File: src/hw/rtl/icso_pkg.sv
// ----------------------------------------------------------------------------
// icso_pkg
// Shared types, codes and orientation tables for the IMU calibrate, scale
// and orient unit.
// ----------------------------------------------------------------------------
package icso_pkg;

   // Field widths
   localparam int RAW_W    = 16;
   localparam int ACC_W    = 26;
   localparam int GYR_W    = 27;
   localparam int TEMP_W   = 17;
   localparam int SUM_W    = 22;
   localparam int ABIAS_W  = 23;
   localparam int GBIAS_W  = 22;
   localparam int CNT_W    = 6;
   localparam int CSR_IDX_W  = 2;
   localparam int CSR_DATA_W = 3;

   // Number of calibration beats summed into one set of biases.
   localparam int CAL_SAMPLES = 64;
   localparam logic [CNT_W-1:0] CAL_LAST = CNT_W'(CAL_SAMPLES - 1);

   // One g in accel units (2^-20 g).
   localparam logic signed [ABIAS_W-1:0] ONE_G = ABIAS_W'(1 << 20);

   // Temperature offset of 23 C in 1/512 degree units.
   localparam logic signed [TEMP_W-1:0] TEMP_OFFSET = TEMP_W'(11776);

   localparam logic [2:0] GYRO_RANGE_MAX = 3'd4;
   localparam logic [3:0] FRAC_SHIFT     = 4'd6;

   // Operation and result codes
   localparam logic OP_MEASURE   = 1'b0;
   localparam logic OP_CALIBRATE = 1'b1;
   localparam logic KIND_MEASURE = 1'b0;
   localparam logic KIND_CAL     = 1'b1;

   // Register indexes
   localparam logic [CSR_IDX_W-1:0] CSR_MOUNT_ORIENTATION = 2'd0;
   localparam logic [CSR_IDX_W-1:0] CSR_ACCEL_RANGE       = 2'd1;
   localparam logic [CSR_IDX_W-1:0] CSR_GYRO_RANGE        = 2'd2;

   typedef logic signed [SUM_W-1:0]   sum_type;
   typedef logic signed [ABIAS_W-1:0] abias_type;
   typedef logic signed [GBIAS_W-1:0] gbias_type;
   typedef logic signed [ACC_W-1:0]   acc_type;
   typedef logic signed [GYR_W-1:0]   gyr_type;

   // Per orientation and output axis: source sensor axis and negate flag.
   localparam logic [1:0] REMAP_SRC [8][3] = '{
      '{2'd0, 2'd1, 2'd2}, '{2'd1, 2'd0, 2'd2}, '{2'd0, 2'd1, 2'd2}, '{2'd1, 2'd0, 2'd2},
      '{2'd2, 2'd1, 2'd0}, '{2'd2, 2'd0, 2'd1}, '{2'd2, 2'd1, 2'd0}, '{2'd2, 2'd0, 2'd1}
   };
   localparam logic REMAP_NEG [8][3] = '{
      '{1'b0, 1'b0, 1'b0}, '{1'b1, 1'b0, 1'b0}, '{1'b1, 1'b1, 1'b0}, '{1'b0, 1'b1, 1'b0},
      '{1'b1, 1'b1, 1'b1}, '{1'b1, 1'b0, 1'b1}, '{1'b1, 1'b0, 1'b0}, '{1'b1, 1'b1, 1'b0}
   };
   localparam logic [1:0] GRAVITY_AXIS [8] = '{
      2'd2, 2'd2, 2'd2, 2'd2, 2'd0, 2'd1, 2'd0, 2'd1
   };

endpackage

File: src/hw/rtl/imu_calibrate_scale_orient_unit.sv
// A measure beat, or the last calibration beat, yields a result beat that is valid in the cycle after it is accepted.
// Throughput: one request beat per cycle; the single result register is
// refilled in the cycle it is taken, so a stall on rsp only holds req off.
// Reset (synchronous, active high) restores orientation 0, 16g, 2000 dps,
// clears the running sums, the calibration count and the biases.
// ----------------------------------------------------------------------------
// imu_calibrate_scale_orient_unit
// Scales raw six-axis samples by range, removes stored biases and remaps
// the axes by mounting orientation; accumulates calibration beats into biases.
// ----------------------------------------------------------------------------
module imu_calibrate_scale_orient_unit
   import icso_pkg::*;
(
   input  logic                          clock,
   input  logic                          reset,

   input  logic                          csr_write_en,
   input  logic [CSR_IDX_W-1:0]          csr_index,
   input  logic [CSR_DATA_W-1:0]         csr_wdata,

   input  logic                          req_valid,
   output logic                          req_ready,
   input  logic                          req_op,
   input  logic signed [RAW_W-1:0]       req_gyro_x_raw,
   input  logic signed [RAW_W-1:0]       req_gyro_y_raw,
   input  logic signed [RAW_W-1:0]       req_gyro_z_raw,
   input  logic signed [RAW_W-1:0]       req_accel_x_raw,
   input  logic signed [RAW_W-1:0]       req_accel_y_raw,
   input  logic signed [RAW_W-1:0]       req_accel_z_raw,
   input  logic signed [RAW_W-1:0]       req_temp_raw,

   output logic                          rsp_valid,
   input  logic                          rsp_ready,
   output logic                          rsp_kind,
   output logic signed [ACC_W-1:0]       rsp_accel_x_out,
   output logic signed [ACC_W-1:0]       rsp_accel_y_out,
   output logic signed [ACC_W-1:0]       rsp_accel_z_out,
   output logic signed [GYR_W-1:0]       rsp_gyro_x_out,
   output logic signed [GYR_W-1:0]       rsp_gyro_y_out,
   output logic signed [GYR_W-1:0]       rsp_gyro_z_out,
   output logic signed [TEMP_W-1:0]      rsp_temperature_out
);

   // Configuration registers
   logic [2:0] orient_ff;
   logic [1:0] accel_range_ff;
   logic [2:0] gyro_range_ff;

   // Calibration state
   sum_type          accel_sum_ff [3];
   sum_type          gyro_sum_ff  [3];
   abias_type        accel_bias_ff [3];
   gbias_type        gyro_bias_ff  [3];
   logic [CNT_W-1:0] cal_count_ff;

   // Result register
   logic             rsp_valid_ff;
   logic             rsp_kind_ff;
   acc_type          rsp_accel_ff [3];
   gyr_type          rsp_gyro_ff  [3];
   logic signed [TEMP_W-1:0] rsp_temp_ff;

   logic             req_fire;
   logic             cal_beat;
   logic             cal_last;
   logic signed [RAW_W-1:0] accel_raw [3];
   logic signed [RAW_W-1:0] gyro_raw  [3];

   sum_type          accel_sum_in  [3];
   sum_type          gyro_sum_in   [3];
   abias_type        accel_bias_in [3];
   gbias_type        gyro_bias_in  [3];
   acc_type          accel_meas    [3];
   gyr_type          gyro_meas     [3];
   acc_type          accel_res_in  [3];
   gyr_type          gyro_res_in   [3];
   logic signed [TEMP_W-1:0] temp_res_in;
   logic [3:0]       accel_shift;
   logic [3:0]       gyro_shift;
   logic [2:0]       gyro_range_sat;
   logic [1:0]       grav_axis;

   assign req_ready = !rsp_valid_ff || rsp_ready;
   assign req_fire  = req_valid && req_ready;
   assign cal_beat  = req_fire && (req_op == OP_CALIBRATE);
   assign cal_last  = cal_beat && (cal_count_ff == CAL_LAST);

   assign accel_raw[0] = req_accel_x_raw;
   assign accel_raw[1] = req_accel_y_raw;
   assign accel_raw[2] = req_accel_z_raw;
   assign gyro_raw[0]  = req_gyro_x_raw;
   assign gyro_raw[1]  = req_gyro_y_raw;
   assign gyro_raw[2]  = req_gyro_z_raw;

   assign gyro_range_sat = (gyro_range_ff > GYRO_RANGE_MAX) ? GYRO_RANGE_MAX : gyro_range_ff;
   assign accel_shift    = {2'b00, accel_range_ff} + FRAC_SHIFT;
   assign gyro_shift     = {1'b0, gyro_range_sat} + FRAC_SHIFT;
   assign grav_axis      = GRAVITY_AXIS[orient_ff];

   // Calibration: running sums and the biases formed on the last beat.
   always_comb begin
      abias_type sum_ext;
      for (int i = 0; i < 3; i++) begin
         accel_sum_in[i] = accel_sum_ff[i] + SUM_W'(accel_raw[i]);
         gyro_sum_in[i]  = gyro_sum_ff[i] + SUM_W'(gyro_raw[i]);
         sum_ext = ABIAS_W'(accel_sum_in[i]);
         if (grav_axis == 2'(i)) begin
            // Strictly positive sum loses one g, zero or negative gains one.
            if (sum_ext > 0) begin
               accel_bias_in[i] = sum_ext - ONE_G;
            end else begin
               accel_bias_in[i] = sum_ext + ONE_G;
            end
         end else begin
            accel_bias_in[i] = sum_ext;
         end
         gyro_bias_in[i] = gyro_sum_in[i];
      end
   end

   // Measurement: scale, remove bias, flip X and Y, then remap.
   always_comb begin
      acc_type a_scaled;
      gyr_type g_scaled;
      logic [1:0] src;
      for (int i = 0; i < 3; i++) begin
         a_scaled = ACC_W'(accel_raw[i]) <<< accel_shift;
         g_scaled = GYR_W'(gyro_raw[i]) <<< gyro_shift;
         accel_meas[i] = a_scaled - ACC_W'(accel_bias_ff[i]);
         gyro_meas[i]  = g_scaled - GYR_W'(gyro_bias_ff[i]);
      end
      for (int i = 0; i < 3; i++) begin
         src = REMAP_SRC[orient_ff][i];
         // The X and Y flip folds into the remap negate flag.
         if (REMAP_NEG[orient_ff][i] ^ (src != 2'd2)) begin
            accel_res_in[i] = -accel_meas[src];
            gyro_res_in[i]  = -gyro_meas[src];
         end else begin
            accel_res_in[i] = accel_meas[src];
            gyro_res_in[i]  = gyro_meas[src];
         end
      end
      temp_res_in = TEMP_W'(req_temp_raw) + TEMP_OFFSET;
   end

   always_ff @(posedge clock) begin
      if (reset) begin
         orient_ff      <= 3'd0;
         accel_range_ff <= 2'd3;
         gyro_range_ff  <= 3'd4;
      end else if (csr_write_en) begin
         unique case (csr_index)
            CSR_MOUNT_ORIENTATION: orient_ff      <= csr_wdata;
            CSR_ACCEL_RANGE:       accel_range_ff <= csr_wdata[1:0];
            CSR_GYRO_RANGE:        gyro_range_ff  <= csr_wdata;
            default: ;
         endcase
      end
   end

   always_ff @(posedge clock) begin
      if (reset) begin
         cal_count_ff <= '0;
         for (int i = 0; i < 3; i++) begin
            accel_sum_ff[i]  <= '0;
            gyro_sum_ff[i]   <= '0;
            accel_bias_ff[i] <= '0;
            gyro_bias_ff[i]  <= '0;
         end
      end else if (cal_beat) begin
         cal_count_ff <= cal_count_ff + 1'b1;
         for (int i = 0; i < 3; i++) begin
            if (cal_last) begin
               accel_sum_ff[i]  <= '0;
               gyro_sum_ff[i]   <= '0;
               accel_bias_ff[i] <= accel_bias_in[i];
               gyro_bias_ff[i]  <= gyro_bias_in[i];
            end else begin
               accel_sum_ff[i] <= accel_sum_in[i];
               gyro_sum_ff[i]  <= gyro_sum_in[i];
            end
         end
      end
   end

   always_ff @(posedge clock) begin
      if (reset) begin
         rsp_valid_ff <= 1'b0;
      end else if (req_fire && (req_op == OP_MEASURE || cal_last)) begin
         rsp_valid_ff <= 1'b1;
      end else if (rsp_ready) begin
         rsp_valid_ff <= 1'b0;
      end
   end

   always_ff @(posedge clock) begin
      if (req_fire && req_op == OP_MEASURE) begin
         rsp_kind_ff <= KIND_MEASURE;
         rsp_temp_ff <= temp_res_in;
         for (int i = 0; i < 3; i++) begin
            rsp_accel_ff[i] <= accel_res_in[i];
            rsp_gyro_ff[i]  <= gyro_res_in[i];
         end
      end else if (cal_last) begin
         rsp_kind_ff <= KIND_CAL;
         rsp_temp_ff <= '0;
         for (int i = 0; i < 3; i++) begin
            rsp_accel_ff[i] <= ACC_W'(accel_bias_in[i]);
            rsp_gyro_ff[i]  <= GYR_W'(gyro_bias_in[i]);
         end
      end
   end

   assign rsp_valid           = rsp_valid_ff;
   assign rsp_kind            = rsp_kind_ff;
   assign rsp_accel_x_out     = rsp_accel_ff[0];
   assign rsp_accel_y_out     = rsp_accel_ff[1];
   assign rsp_accel_z_out     = rsp_accel_ff[2];
   assign rsp_gyro_x_out      = rsp_gyro_ff[0];
   assign rsp_gyro_y_out      = rsp_gyro_ff[1];
   assign rsp_gyro_z_out      = rsp_gyro_ff[2];
   assign rsp_temperature_out = rsp_temp_ff;

   // The last calibration beat yields a calibration result and restarts the count.
   a_cal_result: assert property (@(posedge clock) disable iff (reset)
      cal_last |=> (rsp_valid && rsp_kind == KIND_CAL && cal_count_ff == '0))
      else $error("last calibration beat did not produce a calibration result");

   // A measure beat never disturbs the calibration count.
   a_measure_count: assert property (@(posedge clock) disable iff (reset)
      (req_fire && req_op == OP_MEASURE) |=> $stable(cal_count_ff))
      else $error("measure beat changed the calibration count");

   // A calibration beat before the last advances the count by one.
   a_partial_cal: assert property (@(posedge clock) disable iff (reset)
      (cal_beat && !cal_last) |=> (cal_count_ff == $past(cal_count_ff) + 1'b1))
      else $error("calibration count did not advance");

   // Calibration results carry a zero temperature.
   a_cal_temp: assert property (@(posedge clock) disable iff (reset)
      (rsp_valid && rsp_kind == KIND_CAL) |-> (rsp_temperature_out == '0))
      else $error("calibration result has nonzero temperature");

endmodule
File: config.mk
export PLATFORM = sky130hd
export DESIGN_NAME = imu_calibrate_scale_orient_unit
export DESIGN_NICKNAME = d
export VERILOG_FILES = /design/src/hw/rtl/icso_pkg.sv /design/src/hw/rtl/imu_calibrate_scale_orient_unit.sv
export SDC_FILE = /design/constraint.sdc
export NUM_CORES = 2
export LEC_CHECK = 0
export BUFFER_PORTS_ARGS = -buffer_cell sky130_fd_sc_hd__buf_4
export CORE_MARGIN = 1.5
export CORE_UTILIZATION = 43
export CTS_BUF_LIST = sky130_fd_sc_hd__clkbuf_4
export CTS_CLUSTER_DIAMETER = 200
export DETAILED_ROUTE_END_ITERATION = 10
export PLACE_DENSITY = 0.58
export SYNTH_ARGS = -nofsm -noshare
export SYNTH_HDL_FRONTEND = slang
export SYNTH_SLANG_ARGS = --single-unit
File: constraint.sdc
create_clock -name clock -period 12.4 [get_ports clock]
set_input_delay 1.24 -clock clock [delete_from_list [all_inputs] [get_ports clock]]
set_output_delay 1.24 -clock clock [all_outputs]
set_load 0.02 [all_outputs]
# --- Word level (Yosys, flattened, before mapping) ---
# Memories as Yosys holds them, arrays and structs flattened.
# Cells that the tools add are included.
# W data, S select, Z words.
word_totals:
  out_inout_bits: 179
  ram_bits: 426
  mem_bits_ro: 88
  regBits: 33
  word_cells: 192
  n_memories: 9
  in_bits: 123
mem_list:
  columns: ["name", "depth", "width", "read_ports", "rd_clocked_by_memory_dff", "write_ports", "line_no", "source"]
  rows:
  - ["rsp_gyro_ff", 3, 27, 3, 0, 3, "imu_calibrate_scale_orient_unit.sv:60", "gyr_type rsp_gyro_ff [3];"]
  - ["rsp_accel_ff", 3, 26, 3, 0, 3, "imu_calibrate_scale_orient_unit.sv:59", "acc_type rsp_accel_ff [3];"]
  - ["accel_bias_ff", 3, 23, 3, 0, 3, "imu_calibrate_scale_orient_unit.sv:52", "abias_type accel_bias_ff [3];"]
  - ["accel_sum_ff", 3, 22, 3, 0, 3, "imu_calibrate_scale_orient_unit.sv:50", "sum_type accel_sum_ff [3];"]
  - ["gyro_bias_ff", 3, 22, 3, 0, 3, "imu_calibrate_scale_orient_unit.sv:53", "gbias_type gyro_bias_ff [3];"]
  - ["gyro_sum_ff", 3, 22, 3, 0, 3, "imu_calibrate_scale_orient_unit.sv:51", "sum_type gyro_sum_ff [3];"]
  - ["3 more memories", null, null, null, null, null, null, null]
op_classes:
  bitwise: 32
  magnitude_cmp: 8
  shifts: 6
  eq_ne: 8
  muxes: 79
  addsub: 28
  n_reduce_logical: 15
op_table:
  columns: ["operator", "n"]
  rows:
  - ["$mux W22", 15]
  - ["$mux W27", 12]
  - ["$mux W26", 12]
  - ["$mux W23", 9]
  - ["$bmux W27 S2", 3]
  - ["$bmux W26 S2", 3]
  - ["$add A22 B16 Y22", 6]
  - ["$neg A27 Y27", 3]
  - ["$sshl A16 B4 Y27", 3]
  - ["$sub A27 B22 Y27", 3]
  - ["$neg A26 Y26", 3]
  - ["$sshl A16 B4 Y26", 3]
  - ["$sub A26 B23 Y26", 3]
  - ["$add A22 B22 Y23 const B", 3]
  - ["$sub A22 B22 Y23 const B", 3]
  - ["$gt A22 B1 Y1 const B", 3]
  - ["$mux W17", 2]
  - ["$or A1 B1 Y1", 24]
  - ["$add A16 B15 Y17 const B", 1]
  - ["$mux W1", 16]
  - ["$mux W6", 2]
  - ["$ge A3 B3 Y1 const B", 3]
  - ["$mux W3", 3]
  - ["$not A2 Y3", 3]
  - ["19 further kinds", 35]

# --- Depth between registers and ports, before layout ---
depth:
  ltp_word: 11
  mapped_depth: 23
  mapped_depth_nobuf: 21

# --- Worst setup path after synthesis ---
# Ideal clock, no wire load.
synth_path:
  kind: "in2reg"
  startpoint: "input port rsp_ready"
  endpoint: "memory rsp_accel_ff[0][0] (netlist bit), enable pin"
  stages: 3
  required_ps: 11630
  t_arrival_ps: 10127
  n_path_buf: 0
  path_slack_ps: 1502
  setup_time_ps: 770
  path_cell_list: "nand2b_1 > nand2_1 > a21oi_1"
synth_lines:
  columns: ["element", "line_no", "source"]
  rows:
  - ["start: declaration", "imu_calibrate_scale_orient_unit.sv:33", "input logic rsp_ready,"]
  - ["end: declaration", "imu_calibrate_scale_orient_unit.sv:59", null]

==> run metrics <==
drt pass-1 iters=6; DP Wirelength=121,000 microns; leakage power=19.6 nW; post-synth top area share=31.9%; CP Capture Type=flip-flop; Main synth FF type=edfxtp_1; Worst Path Arrival=7.34 ns; max_cap viols=0; number of buffers created by CTS=139; area leader, netlist=edfxtp_1; max incr delay on CP=0.58 ns; Synth async-reset ratio=0%; hold buffers post-CTS=0; Vias/cell=5.95; Die X=314 microns; skew final=0.0884 ns; Crit-path slowest cell=a311oi_1; I/O pin cnt=302; Synth Cell Area=41,700 sq um; Final GP Congestion=0.991; Final period util=53.1%; worst path bufs/invs=3; Initial Util=43.3%; unrepaired setup endpoints after global routing=false; Sink Count=459; Setup violations, final=0; Clk Latency, worst-skew pair=1.09 ns; die height=314 microns; area delta synth->final=12.4%; critical path type=flip-flop to flip-flop; type of the worst min-delay path=primary input to flip-flop; largest net degree at the start of global routing=81; post-CTS sizing=0; Remaining DRCs=0; status=completed; fmax=152 MHz; synth top area cells=edfxtp_1 (32%), ha_1 (8.8%), nor2_1 (5.4%), a21oi_1 (5.0%), xnor2_1 (4.1%); Post CTS Setup Buffer Count=0; delay-heaviest family, CP=compound AO/OA/AOI/OAI gates; register area=13,600 sq um; relative slew slack=23.1%; Avg Inst Size Synth=8.69 sq um; max-slew violations=0; final hold slack=0.452 ns; top post-synthesis cells by count=nor2_1 (601), edfxtp_1 (443), a21oi_1 (415), nand2_1 (379), o21ai_0 (308); CP Cell Sequence=buf_4 > inv_1 > nand2_1 > buf_4 > nand2_1 > nand2_1 > nor2_1 > a31oi_1 > mux2i_1 > o21ai_0 > ha_1 > a21o_1 > a311oi_1 > o21ai_0 > a31oi_1 > mux2i_1 > or3_1 > o32a_1 > or4_1 > a221oi_2 > a211o_1 > o311ai_1; CP startpoint kind=flip-flop; ANT nets after route=0; die area=98,900 sq um; layout cells sized above 1=14.0%; placed instance area=45,300 sq um; drt initial violations=3,513; worst-path fanout max=63; post-synthesis sequential area ratio=32.7%; combined area of the multi-input logic cells=26,500 sq um; # fillers=9,518; Pwr Total=5.61 mW; PortBufs=301; power per cell area=120 nW/um^2; design area=46,900 sq um; total track usage=30.8%; post-synthesis register bit count=459; final wirelength=155,000 microns; crit-path most repeated cell=nand2_1; Root Driver=clkbuf_4; setup TNS=0 ns; top-count cell post-synth=nor2_1; # rows=114; CTS max path bufs=3; routed len/inst=24.0 microns; Core Box Area=96,400 sq um; worst slew pin tran=1.14 ns; vias in the first global route=36,400; CTS tree=built; min Tclk post-route=6.58 ns; Final Core Density=48.6%; Req. time, crit path=13.16 ns; DR vias=38,500; Fin. Hold Viols=0; Worst-path clk slew=0.06 ns; Synth Instances=4,802; H-tree Lvls=4; EDFF count, synth=443; Yosys Warn Count=0; Worst VDD drop=83.4 uV; NumNets Final=5,519; Unique masters post-synth=103; Overflow after GRT=0; initial antenna violation count=4; global-route wire length before repair=229,000 microns; r2r setup slk=5.82 ns
[stage by stage]
| stage | cells | setup WS (ns) |
|---|---|---|
| floorplan | 4838 | 1.50 |
| global placement | 6228 | 6.05 |
| detailed placement | 6228 | 5.95 |
| CTS | 6469 | 5.91 |
| global route | 6471 | 5.41 |
| finish | 6471 | 5.82 |
[worst min-delay path: cells and delay by family]
| kind | cells | cell delay, ns |
|---|---|---|
| and+or+nand+nor | 1 | 0.05 |
| AOI/OAI and AO/OA | 1 | 0.05 |
| buffers and inverters | 1 | 0.12 |
[final timing paths]
check,start,depth (start not counted),to
max,gyro_range_ff[2],22,rsp_gyro_ff[0][80]
min,req_valid,3,rsp_valid
max reg2reg,gyro_range_ff[2],22,rsp_gyro_ff[0][80]
min reg2reg,cal_count_ff[1],2,cal_count_ff[1]
[report_power, final]
group          total [mW]  switching (mW)  internal, mW
Combinational        2.26            1.47         0.791
Clock                1.45           0.745         0.702
Sequential           1.91          0.0554          1.85
Total                5.61            2.27          3.35
[final cells by class]
class                   instances  share of cell area, %
multi-input cells            3906                   56.5
diodes                          2                 0.0107
repair buffers                347                   5.55
clock inverters                54                  0.502
flip-flops and latches        459                   29.1
inverters                     240                   1.92
well taps                    1276                   3.40
clock buffers                 187                   2.99
[sequential cells by signal, indices dropped and copies added, names as in the netlist]
| register | flops |
|---|---|
| rsp_gyro_ff | 81 |
| rsp_accel_ff | 78 |
| accel_bias_ff | 69 |
| accel_sum_ff | 66 |
| gyro_bias_ff | 66 |
| gyro_sum_ff | 66 |
| rsp_temperature_out | 17 |
| cal_count_ff | 6 |
| gyro_range_ff | 3 |
| orient_ff | 3 |
| accel_range_ff | 2 |
| rsp_kind | 1 |
| rsp_valid | 1 |
[placed cells by master, fill, tap and decap left out, drive strengths merged, types with 178 or more instances in the layout]
| master | instances |
|---|---|
| inv | 244 |
| nor2 | 601 |
| nand2 | 379 |
| xnor2 | 196 |
| clkbuf | 187 |
| edfxtp | 443 |
| xor2 | 178 |
| ha | 294 |
| a21oi | 418 |
| o21ai | 321 |
| buf | 347 |
[cells by family after synthesis]
| family | Yosys count | synth area share (%) |
|---|---|---|
| simple gates | 1592 | 17.9 |
| compound gates | 1367 | 21.1 |
| buf+inv | 473 | 4.33 |
| flops | 459 | 32.7 |
| xor+xnor | 374 | 7.85 |
| fa+ha+maj | 303 | 9.25 |
| mux | 232 | 6.81 |
| other cells | 2 | 0.0180 |
[layer usage]
metal,vias up,track usage [%],routed length (microns)
li1,18300,-,-
met1,18500,39.2,64500
met4,2,14.7,7370
met3,291,5.32,10200
met2,1388,50.6,73200
met5,-,0,17
No activity file was read; power rests on OpenSTA's default activity.
